--- config.mk ---
export PLATFORM = sky130hd
export DESIGN_NAME = pal_tap_or
export DESIGN_NICKNAME = d
export VERILOG_FILES = /design/src/rtl/positional_array_list_macros.svh /design/src/rtl/pal_pkg.sv /design/src/rtl/pal_tap_or.sv
export SDC_FILE = /design/constraint.sdc
export NUM_CORES = 1
export LEC_CHECK = 0
export ABC_AREA = 0
export BUFFER_PORTS_ARGS = -buffer_cell sky130_fd_sc_hd__buf_2
export CAP_MARGIN = 30
export CELL_PAD_IN_SITES_DETAIL_PLACEMENT = 0
export CELL_PAD_IN_SITES_GLOBAL_PLACEMENT = 1
export CORE_AREA = 2 2 112 114
export DETAILED_ROUTE_END_ITERATION = 10
export DIE_AREA = 0 0 114 116
export PLACE_DENSITY_LB_ADDON = 0.3
export SYNTH_ARGS = -nofsm -noshare
export SYNTH_HDL_FRONTEND = slang
export SYNTH_SLANG_ARGS = --single-unit
--- constraint.sdc ---
create_clock -name clk -period 1.7 [get_ports clk]
set_clock_uncertainty 0.2 [all_clocks]
set_input_delay 0.34 -clock clk [delete_from_list [all_inputs] [get_ports clk]]
set_output_delay 0.34 -clock clk [all_outputs]
set_load 0.02 [all_outputs]
--- src/rtl/positional_array_list_macros.svh ---
// Assertion helpers used by the list RTL
`ifndef POSITIONAL_ARRAY_LIST_MACROS_SVH
`define POSITIONAL_ARRAY_LIST_MACROS_SVH

// same-cycle implication, quiet while in reset
`define PAL_ASSERT_IMPL(label, ante, cons, msg) \
  label: assert property (@(posedge clk) disable iff (!rst_n) (ante) |-> (cons)) \
    else $error(msg);

// next-cycle implication, quiet while in reset
`define PAL_ASSERT_NEXT(label, ante, cons, msg) \
  label: assert property (@(posedge clk) disable iff (!rst_n) (ante) |=> (cons)) \
    else $error(msg);

`endif

--- src/rtl/pal_pkg.sv ---
`timescale 1ns / 1ps

package pal_pkg;

  localparam int DEPTH   = 64;
  localparam int IDX_W   = $clog2(DEPTH);
  localparam int CNT_W   = $clog2(DEPTH + 1);
  localparam int GRP     = 8;
  localparam int NGRP    = (DEPTH + GRP - 1) / GRP;
  localparam int WORD_W  = 32;
  localparam int POS_W   = 16;
  localparam int CAP_W   = 7;

  localparam logic [1:0] KIND_INSERT = 2'd0;
  localparam logic [1:0] KIND_READ   = 2'd1;
  localparam logic [1:0] KIND_DELETE = 2'd2;
  localparam logic [1:0] KIND_CLEAR  = 2'd3;

  localparam logic [1:0] STATUS_OK    = 2'd0;
  localparam logic [1:0] STATUS_FULL  = 2'd1;
  localparam logic [1:0] STATUS_EMPTY = 2'd2;

  localparam logic REG_CAP = 1'b0;
  localparam logic [CAP_W-1:0] CAP_RESET = 7'd64;

  // broadcast to every cell of the row
  typedef struct packed {
    logic              ins;
    logic              del;
    logic [IDX_W-1:0]  pos;
    logic [WORD_W-1:0] value;
  } cell_ctl_t;

endpackage

--- src/rtl/pal_tap_or.sv ---
`timescale 1ns / 1ps

module pal_tap_or import pal_pkg::*; (
  input  logic              clk,
  input  logic              en,
  input  logic [WORD_W-1:0] taps [GRP],
  output logic [WORD_W-1:0] merged
);

  logic [WORD_W-1:0] merged_r;
  logic [WORD_W-1:0] merged_nxt;

  always_comb begin
    merged_nxt = '0;
    for (int k = 0; k < GRP; k++) begin
      merged_nxt = merged_nxt | taps[k];
    end
  end

  always_ff @(posedge clk) begin
    if (en) begin
      merged_r <= merged_nxt;
    end
  end

  assign merged = merged_r;

endmodule

==> metrics.cfg <==
[status]
status = complete, no violations

[clock_tree]
cts-resized-gates = 0
cts.path.max_buffers = 2
cts.sinks = 32
clkSlewWorstSetupHoldPaths_ps = 50
cts_setup_buffers = 0
htree_levels = 2
root_buffer = clkbuf_16
cts_tree = yes
cts_hold_buf = 0
numCtsBuffers = 5

[worst_setup_path]
worstPathMaxFanout = 1
cp_top_family = flip-flops
cp-start-kind = flop
cp_slowest_cell = edfxtp_1
worstSetupEndpointType = primary output
cp.arrival_ps = 820
cp.depth = 1
cp-startpoint = merged[10]
path_class = reg -> out
worst-path-buf-inv = 1
worstPathCellList = buf_2
max_stage_delay_ps = 380
worst_ep_required_time_ps = 1160
critPathCapture = merged[10]

[pwr]
ir_drop_mv = 0.302
leakage_nw = 1.57
power_density_nw_per_um2 = 667

[floorplan]
die_w_um = 114
initial_core_util_pct = 12.4
top_level_ports = 290
die_h_um = 116
die_area_um2 = 13200
fp-row-count = 40
core-area_um2 = 11900

[finish]
largest_reg_flops = 32
post-route-util_pct = 27.4
fin_nets = 683
final_cell_mix = buf_2 (289), nor4_1 (64), nand2_1 (32), edfxtp_1 (32), clkbuf_16 (5)
drive_gt1_share_pct = 69.4
nFillCells = 1303
syn_to_final_growth_pct = 121
layout_commonest_cell = buf_2

[route]
via_count = 2270
drcViolationCount = 0
wire_per_inst_um = 12.1
firstDrtPassIters = 2
detail_route.iter0.violations = 25
postRouteAntennaNets = 0
viasPerCell = 3.96
wl_um = 6940

[timing]
setup_slack_ps = 337
max_freq_mhz = 734
post-route-period-util_pct = 80.2
worst_slew_pin_slew_ps = 328
maxSlewHeadroom_pct = 77.9
layout_min_cycle_time_ps = 1360
slew_viol_final = 0
tns_ps = 0
rsz0062_at_grt = false
finalHoldViolations = 0
setup_viol = 0

[synth]
synth_area_um2 = 1480
synth_top_family_by_area = simple AND/OR/NAND/NOR gates
synth-adder-area-share_pct = 0
synth.area.mux_share_pct = 0
synth-xor-area-share_pct = 0
yosys.area_share.simple_pct = 35.1
ys_ff_latch = 32
synth_warnings = 0
syn_area_per_cell_um2 = 11.6
ys_seq_area_share_pct = 64.9
synth_compound_area_share_pct = 0
yosysUniqueCellTypes = 3
synth_fp_nets = 386
synth.top_cells.by_area = edfxtp_1 (65%), nor4_1 (27%), nand2_1 (8.1%)
yosysTopAreaCell = edfxtp_1
netlist.area_leader.share_pct = 64.9
synth_cells = 128

[flow_run]
drv_cap = 0

[placement]
portBuffers = 289
place_congestion = 0.731
place_hpwl_um = 6290
dp_slack_ps = 359

[grt]
grt_pass1_wl_um = 9650
grt_overflow = 0
grt_pass1_vias = 2159
track_usage_pct = 9.71
antenna_found_initial = 1
grt_max_degree = 33

[min_path]
hold_class = in -> reg
worst_hold_startpoint = taps[27]
min_path_cells = 3

logic make-up after synthesis:
logic type,count (synthesis)
AND/OR/NAND/NOR,96
flip-flops,32
power breakdown:
group / switching [mW] / total, mW / internal, mW
sequential: 0.0100 / 0.918 / 0.908
combinational: 0.181 / 0.436 / 0.254
clock: 0.304 / 0.827 / 0.523
tightest hold or removal path, cell delays in order:
cell     delay [ps]
buf_2            70
nor4_1           30
nand2_1          40
cell type report:
class / count / area [um^2] / share of cell area, %
Antenna cell: 1 / 2.50 / 0.0766
Tap cell: 147 / 184 / 5.63
Timing Repair Buffer: 290 / 1470 / 44.9
Multi-Input combinational cell: 96 / 520 / 15.9
Sequential cell: 32 / 961 / 29.4
Clock buffer: 5 / 125 / 3.83
Clock inverter: 2 / 7.51 / 0.230
layer usage:
metal,wire [um],up-vias,global-route usage (%),share of wire (%)
met2,3670,167,19.2,53
met3,746,14,2.93,11
met5,0,-,0,0
li1,-,1138,-,-
met1,2330,951,9.04,34
met4,198,0,4.55,2.9
how the worst min path moves through the flow:
stage / end / slack [ps]
final: merged[27] / 120
after global routing: merged[22] / 120
after CTS: merged[27] / 110
after detailed placement: merged[4] / 400
after global placement: merged[3] / 400
after floorplan: merged[0] / 250
cell usage after synthesis:
master	count
nand2_1	32
nor4_1	64
edfxtp_1	32
metrics by stage:
step | std cells | area [um^2] | total power, mW | hold slack, ps
detailed placement | 565 | 3130 | 1.38 | 400
global route | 573 | 3270 | 2.31 | 119
CTS | 572 | 3260 | 2.24 | 114
global placement | 565 | 3130 | 1.37 | 402
floorplan | 128 | 1480 | 1.02 | 252
finish | 573 | 3270 | 2.18 | 123
Note: power is estimated with default switching activity, not from simulation.
