**src/rtl/positional_array_list_macros.svh**
```systemverilog
// Assertion helpers used by the list RTL
`ifndef POSITIONAL_ARRAY_LIST_MACROS_SVH
`define POSITIONAL_ARRAY_LIST_MACROS_SVH

// same-cycle implication, quiet while in reset
`define PAL_ASSERT_IMPL(label, ante, cons, msg) \
  label: assert property (@(posedge clk) disable iff (!rst_n) (ante) |-> (cons)) \
    else $error(msg);

// next-cycle implication, quiet while in reset
`define PAL_ASSERT_NEXT(label, ante, cons, msg) \
  label: assert property (@(posedge clk) disable iff (!rst_n) (ante) |=> (cons)) \
    else $error(msg);

`endif

```
**src/rtl/pal_pkg.sv**
```systemverilog
`timescale 1ns / 1ps

package pal_pkg;

  localparam int DEPTH   = 64;
  localparam int IDX_W   = $clog2(DEPTH);
  localparam int CNT_W   = $clog2(DEPTH + 1);
  localparam int GRP     = 8;
  localparam int NGRP    = (DEPTH + GRP - 1) / GRP;
  localparam int WORD_W  = 32;
  localparam int POS_W   = 16;
  localparam int CAP_W   = 7;

  localparam logic [1:0] KIND_INSERT = 2'd0;
  localparam logic [1:0] KIND_READ   = 2'd1;
  localparam logic [1:0] KIND_DELETE = 2'd2;
  localparam logic [1:0] KIND_CLEAR  = 2'd3;

  localparam logic [1:0] STATUS_OK    = 2'd0;
  localparam logic [1:0] STATUS_FULL  = 2'd1;
  localparam logic [1:0] STATUS_EMPTY = 2'd2;

  localparam logic REG_CAP = 1'b0;
  localparam logic [CAP_W-1:0] CAP_RESET = 7'd64;

  // broadcast to every cell of the row
  typedef struct packed {
    logic              ins;
    logic              del;
    logic [IDX_W-1:0]  pos;
    logic [WORD_W-1:0] value;
  } cell_ctl_t;

endpackage

```
**src/rtl/pal_cell.sv**
```systemverilog
`timescale 1ns / 1ps

module pal_cell import pal_pkg::*; (
  input  logic              clk,
  input  cell_ctl_t         ctl,
  input  logic [IDX_W-1:0]  idx,
  input  logic [WORD_W-1:0] prev_word,
  input  logic [WORD_W-1:0] next_word,
  output logic [WORD_W-1:0] word,
  output logic [WORD_W-1:0] tap
);

  logic [WORD_W-1:0] word_r;
  logic [WORD_W-1:0] word_nxt;

  always_comb begin
    word_nxt = word_r;
    if (ctl.ins) begin
      if (idx == ctl.pos) begin
        word_nxt = ctl.value;
      end else if (idx > ctl.pos) begin
        word_nxt = prev_word;
      end
    end else if (ctl.del) begin
      if (idx >= ctl.pos) begin
        word_nxt = next_word;
      end
    end
  end

  always_ff @(posedge clk) begin
    word_r <= word_nxt;
  end

  assign word = word_r;
  // only the addressed cell puts its word on the read tap
  assign tap  = (idx == ctl.pos) ? word_r : '0;

endmodule

```
**config.mk**
```make
export PLATFORM = sky130hd
export DESIGN_NAME = pal_cell
export DESIGN_NICKNAME = d
export VERILOG_FILES = /design/src/rtl/positional_array_list_macros.svh /design/src/rtl/pal_pkg.sv /design/src/rtl/pal_cell.sv
export SDC_FILE = /design/constraint.sdc
export NUM_CORES = 1
export LEC_CHECK = 0
export ABC_AREA = 1
export BUFFER_PORTS_ARGS = -buffer_cell sky130_fd_sc_hd__buf_2
export CAP_MARGIN = 5
export CORE_ASPECT_RATIO = 0.9
export CORE_MARGIN = 2
export CORE_UTILIZATION = 41
export CTS_BUF_LIST = sky130_fd_sc_hd__clkbuf_8
export DETAILED_ROUTE_END_ITERATION = 10
export PLACE_DENSITY = 0.93
export SYNTH_ARGS = -nofsm -noshare
export SYNTH_HDL_FRONTEND = slang
export SYNTH_SLANG_ARGS = --single-unit
export TNS_END_PERCENT = 10
```
**constraint.sdc**
```tcl
create_clock -name clk -period 2.2 [get_ports clk]
set_input_delay 0 -clock clk [delete_from_list [all_inputs] [get_ports clk]]
set_output_delay 0 -clock clk [all_outputs]
set_load 0.05 [all_outputs]
```
==> results.cfg, run 1 <==
[run_status]
outcome = finished clean

[placed_design]
placed_area_sq_um = 3180
io_buffers = 174
place_hpwl_um = 5400
pre_cts_slack_ns = 0.718
gp_congestion = 0.861

[timing]
setup_tns_ns = 0
setup_ws_ns = 0.844
relSlewSlack_pct = 36.7
rsz0062_at_grt = false
slew_viol_final = 0
fin_crit_sh_pct = 61.7
tightest_slew_ns = 0.949
max_freq_mhz = 737
hold_viol_final = 0
period_needed_ns = 1.36
finalSetupViolations = 0

[logic_synthesis]
synth_seq_area_share_pct = 42.4
postSynthCellCount = 342
yosysWarnings = 0
ys_ff_latch = 32
post_synth.cell_area_avg_sq_um = 6.62
netlist_area_sq_um = 2260
synth_fp_nets = 459
ys_types = 14

[critical_path]
end_kind = output pin
critPathLaunch = ctl[35]
setup.worst_path.class = input port to output pin
worstSetupEndpoint = tap[4]
path_max_fanout = 36
arrival_ns = 1.36
cp-start-kind = input port
worstPathRequired_ns = 2.20

[global_routing]
grt_pass1_vias = 2575
grtUsageTotal_pct = 23.1
antenna_found_initial = 0
grt_overflow_total = 0
grt_pass1_wl_um = 10700
grt_max_degree = 37

[clock_network]
cts_tree = built
cts_buffer_depth = 2
htree_levels = 2
cts_root_buffer = clkbuf_8
clk_pin_slew_ns = 0.06
clkSinkCount = 32
cts_inserted_buffers = 5

[die]
dieHeight_um = 74.5
die_area_sq_um = 6130
rows = 25
die_w_um = 82.3
initial_core_util_pct = 42.8
coreArea_sq_um = 5290
top_level_ports = 175

[min_path]
min_path_type = input port to register
min_path_cells = 3

[power]
swShare_pct = 38.6
p_leak_nw = 2.18
p_comb_share_pct = 37.9
p_clk_share_pct = 24.0
p_seq_share_pct = 38.1
power_switching_mw = 0.855
p_per_area_nw_per_um2 = 633
p_int_mw = 1.36
vdd_ir_drop_max_uv = 317

[finish]
nets = 650
drive_gt1_share_pct = 36.1
final_util_pct = 66.2
fin_area_sq_um = 3500
area_delta_synth_final_pct = 54.6
antenna_cells = 0
largest_reg_flops = 32

[routing]
routed_wl_um = 7260
wire_per_inst_um = 12.1
initialDrtViolationCount = 154
dr.pass1.iters = 5
drc_errors = 0
post_drt_via_cell_ratio = 4.61
via_count = 2772
ant_nets = 0

[flow_run]
maxCapViolCount = 0
==> worst max-delay path: stages <==
cell and delay, ns:
buf_2 0.07, inv_1 0.03, ha_1 0.28, nand2_1 0.09, nor2_4 0.15, nand2_2 0.07, buf_4 0.24, nor2_1 0.13
buf_2 0.28
==> power by group through the flow <==
stage               combinational [mW]  sequential (mW)  clock [mW]
global placement                 0.789            0.850           0
finish                           0.839            0.844       0.532
global route                     0.903            0.855       0.574
detailed placement               0.806            0.857           0
CTS                              0.837            0.844       0.553
floorplan                        0.224             1.18           0
==> metal layers <==
layer	GRT usage, %	share of wire (%)
met1	24.0	38
met5	0	0
met3	4.37	5.6
met4	8.15	1.9
met2	45.7	54
==> worst min path at each step <==
stage / startpoint / endpoint / slack, ns
floorplan: next_word[0] / word[0]$_DFFE_PP_ / 0.19
global placement: next_word[29] / word[29]$_DFFE_PP_ / 0.27
detailed placement: next_word[4] / word[4]$_DFFE_PP_ / 0.27
CTS: next_word[18] / word[18]$_DFFE_PP_ / 0.0002
global route: next_word[22] / word[22]$_DFFE_PP_ / 0.01
finish: next_word[18] / word[18]$_DFFE_PP_ / 0.004
==> cell usage in the layout (no fill, tap or decap), drive strengths merged <==
cell type    count
edfxtp          32
or2              1
buf            183
nand3           33
ha               6
bufinv           1
o21bai           1
clkbuf           5
nand2          170
a21oi            1
nor2            33
clkinv           1
dlygate4sd3     21
inv             46
==> area by class of cell <==
class	instances	area (sq um)
well taps	67	83.8
clock buffers	5	68.8
clock inverters	3	38.8
repair buffers	204	1150
multi-input cells	245	1030
inverters	45	169
flip-flops and latches	32	961
fillers	469	1790
==> what timing repair did <==
action,in CTS,in global routing
resized for setup,0,0
hold buffers,21,0
setup buffers,0,0
endpoints found under the hold margin,21,0
==> Yosys cell counts (all sizes together) <==
| cell type | n | share of area (%) |
|---|---|---|
| edfxtp | 32 | 42 |
| clkbuf | 7 | 1.2 |
| nor2 | 33 | 5.8 |
| or2 | 1 | 0.28 |
| buf | 13 | 3.5 |
| nand3 | 33 | 7.3 |
| a21oi | 1 | 0.22 |
| nand2 | 170 | 28 |
| ha | 6 | 3.3 |
| o21bai | 1 | 0.33 |
| inv | 45 | 7.5 |
==> logic make-up after synthesis <==
| family | share of synthesized area [%] |
|---|---|
| AOI/OAI and AO/OA | 0.552 |
| adders and majority gates | 3.31 |
| buffers and inverters | 12.2 |
| DFF | 42.4 |
| and+or+nand+nor | 41.5 |
==> metrics by stage <==
| step | total power, mW | std cells | hold WS, ns |
|---|---|---|---|
| after floorplan | 1.40 | 342 | 0.186 |
| after global placement | 1.64 | 572 | 0.271 |
| after detailed placement | 1.66 | 572 | 0.272 |
| after CTS | 2.23 | 601 | 0.000189 |
| after global routing | 2.33 | 601 | 0.00993 |
| final | 2.21 | 601 | 0.00431 |
(Power assumes the default switching activity.)
==> inputs of run 2 (changes only) <==
Clock period 2.2 ns to 1.3 ns, I/O delays scaled along.
==> run 2 against run 1 <==
Cell area up 5.2%; hold slack better by 0.0018 ns; largest power group is now combinational cells; via count up 1.5%; die area unchanged; worst setup slack worse by 0.81 ns; sequential share of layout area down 1.4 points; first-iteration DRC count up 0.65%; cell count down 1.2%; core utilization up 3.4 points; largest cell class unchanged; clock power up 31%; global-route usage about the same.
==> results.cfg, run 2 (same netlist as run 1, synthesis figures left out) <==
[critical_path]
arrival_ns = 1.27
critPathLaunch = ctl[37]
end_kind = output pin
setup.worst_path.class = input port to output pin
worstPathRequired_ns = 1.30
cp-start-kind = input port
path_max_fanout = 34

[power]
vdd_ir_drop_max_uv = 575
power_switching_mw = 1.47
p_int_mw = 2.15
p_comb_share_pct = 41.5
p_total_mw = 3.62
p_per_area_nw_per_um2 = 982
p_clk_share_pct = 19.2
p_seq_share_pct = 39.3
swShare_pct = 40.7
p_leak_nw = 2.17

[min_path]
hp-start = next_word[17]
min_path_type = input port to register

[routing]
wire_per_inst_um = 12.6
routed_wl_um = 7470
dr.pass1.iters = 4
initialDrtViolationCount = 155
via_count = 2814
ant_nets = 0
post_drt_via_cell_ratio = 4.74
drc_errors = 0

[run_status]
outcome = finished clean

[finish]
nets = 643
drive_gt1_share_pct = 41.4
final_cell_mix = nand2_1, buf_2, inv_1
antenna_cells = 0
area_delta_synth_final_pct = 62.6
largest_reg_flops = 32
mostFrequentLayoutCell = nand2_1
fillCellCount = 416
final_util_pct = 69.7

[global_routing]
grt_max_degree = 35
grt_pass1_wl_um = 10800
grt_overflow_total = 0
grt_pass1_vias = 2548
grtUsageTotal_pct = 23.1
antenna_found_initial = 0

[timing]
finalSetupViolations = 0
tightest_slew_ns = 0.273
max_freq_mhz = 788
hold_viol_final = 0
relSlewSlack_pct = 81.9
slew_viol_final = 0
fin_crit_sh_pct = 97.6
setup_tns_ns = 0
hold-worst-slack_ns = 0.00607
setup_ws_ns = 0.0306
period_needed_ns = 1.27

[placed_design]
pre_cts_slack_ns = -0.187
io_buffers = 174
place_hpwl_um = 5660
gp_congestion = 0.958

[clock_network]
htree_levels = 2
cts_inserted_buffers = 5
cts_tree = built
cts_root_buffer = clkbuf_8
clkSinkCount = 32
cts_buffer_depth = 2
clk_pin_slew_ns = 0.06

[die]
dieHeight_um = 74.5
rows = 25
initial_core_util_pct = 42.8
top_level_ports = 175
coreArea_sq_um = 5290
die_area_sq_um = 6130
die_w_um = 82.3

[flow_run]
maxCapViolCount = 0
run 2: cell types whose count changed in the layout (fill, tap and decap cells not counted), moves of 5 or more:
cell           delta
ha_1              -6
buf_4            +18
buf_6            +12
inv_1             -9
inv_2             +5
dlygate4sd3_1    -11
ha_4              +6
buf_2            -32
run 2: worst max-delay path, cell delays in order:
cell,delay [ns]
buf_2,0.13
inv_8,0.03
ha_4,0.27
nand2_4,0.06
nor2_4,0.14
nand2_4,0.10
buf_12,0.17
nor2_1,0.11
clkbuf_4,0.25
run 2: final timing paths:
path / to / slack [ns] / cells past startpoint
max: tap[28] / 0.03 / 9
min: word[17]$_DFFE_PP_ / 0.006 / 3
run 2: stage by stage:
step / area, sq um / instances
after floorplan: 2380 / 342
after global placement: 3360 / 576
after detailed placement: 3360 / 576
after CTS: 3600 / 594
after global routing: 3680 / 594
final: 3680 / 594
run 2: repair_timing:
item                                    in CTS  in global routing
endpoints found under the hold margin       10                  0
resized for setup                           19                 42
hold buffers                                10                  0
cloned                                       0                  0
endpoints found under the setup margin      16                 32
pin swaps                                    0                  1
buffers inserted                             0                  0
run 2: power groups by stage:
stage / clock (mW) / sequential [mW] / combinational [mW]
floorplan: 0 / 1.99 / 0.422
global placement: 0 / 1.43 / 1.43
detailed placement: 0 / 1.44 / 1.45
CTS: 0.719 / 1.42 / 1.48
global route: 0.765 / 1.44 / 1.61
finish: 0.695 / 1.42 / 1.50
run 2: final cells by class:
type                       instances  area (sq um)  share of cell area [%]
multi-input combinational        245          1140                    31.0
clock inverter                     3          13.8                   0.374
sequential                        32           961                    26.1
timing repair buffer             197          1230                    33.4
clock buffer                       5          68.8                    1.87
inverter                          45           183                    4.96
tap                               67          83.8                    2.28
run 2: routing by layer:
layer  vias to the layer above  wire length [um]  global-route usage (%)  share of wire (%)
li1                       1403                 -                       -                  -
met1                      1266              2760                    25.4                 37
met2                       127              4020                    43.8                 54
met3                        18               518                    4.00                6.9
met4                         0               178                    8.89                2.4
met5                         -                 0                       0                  0
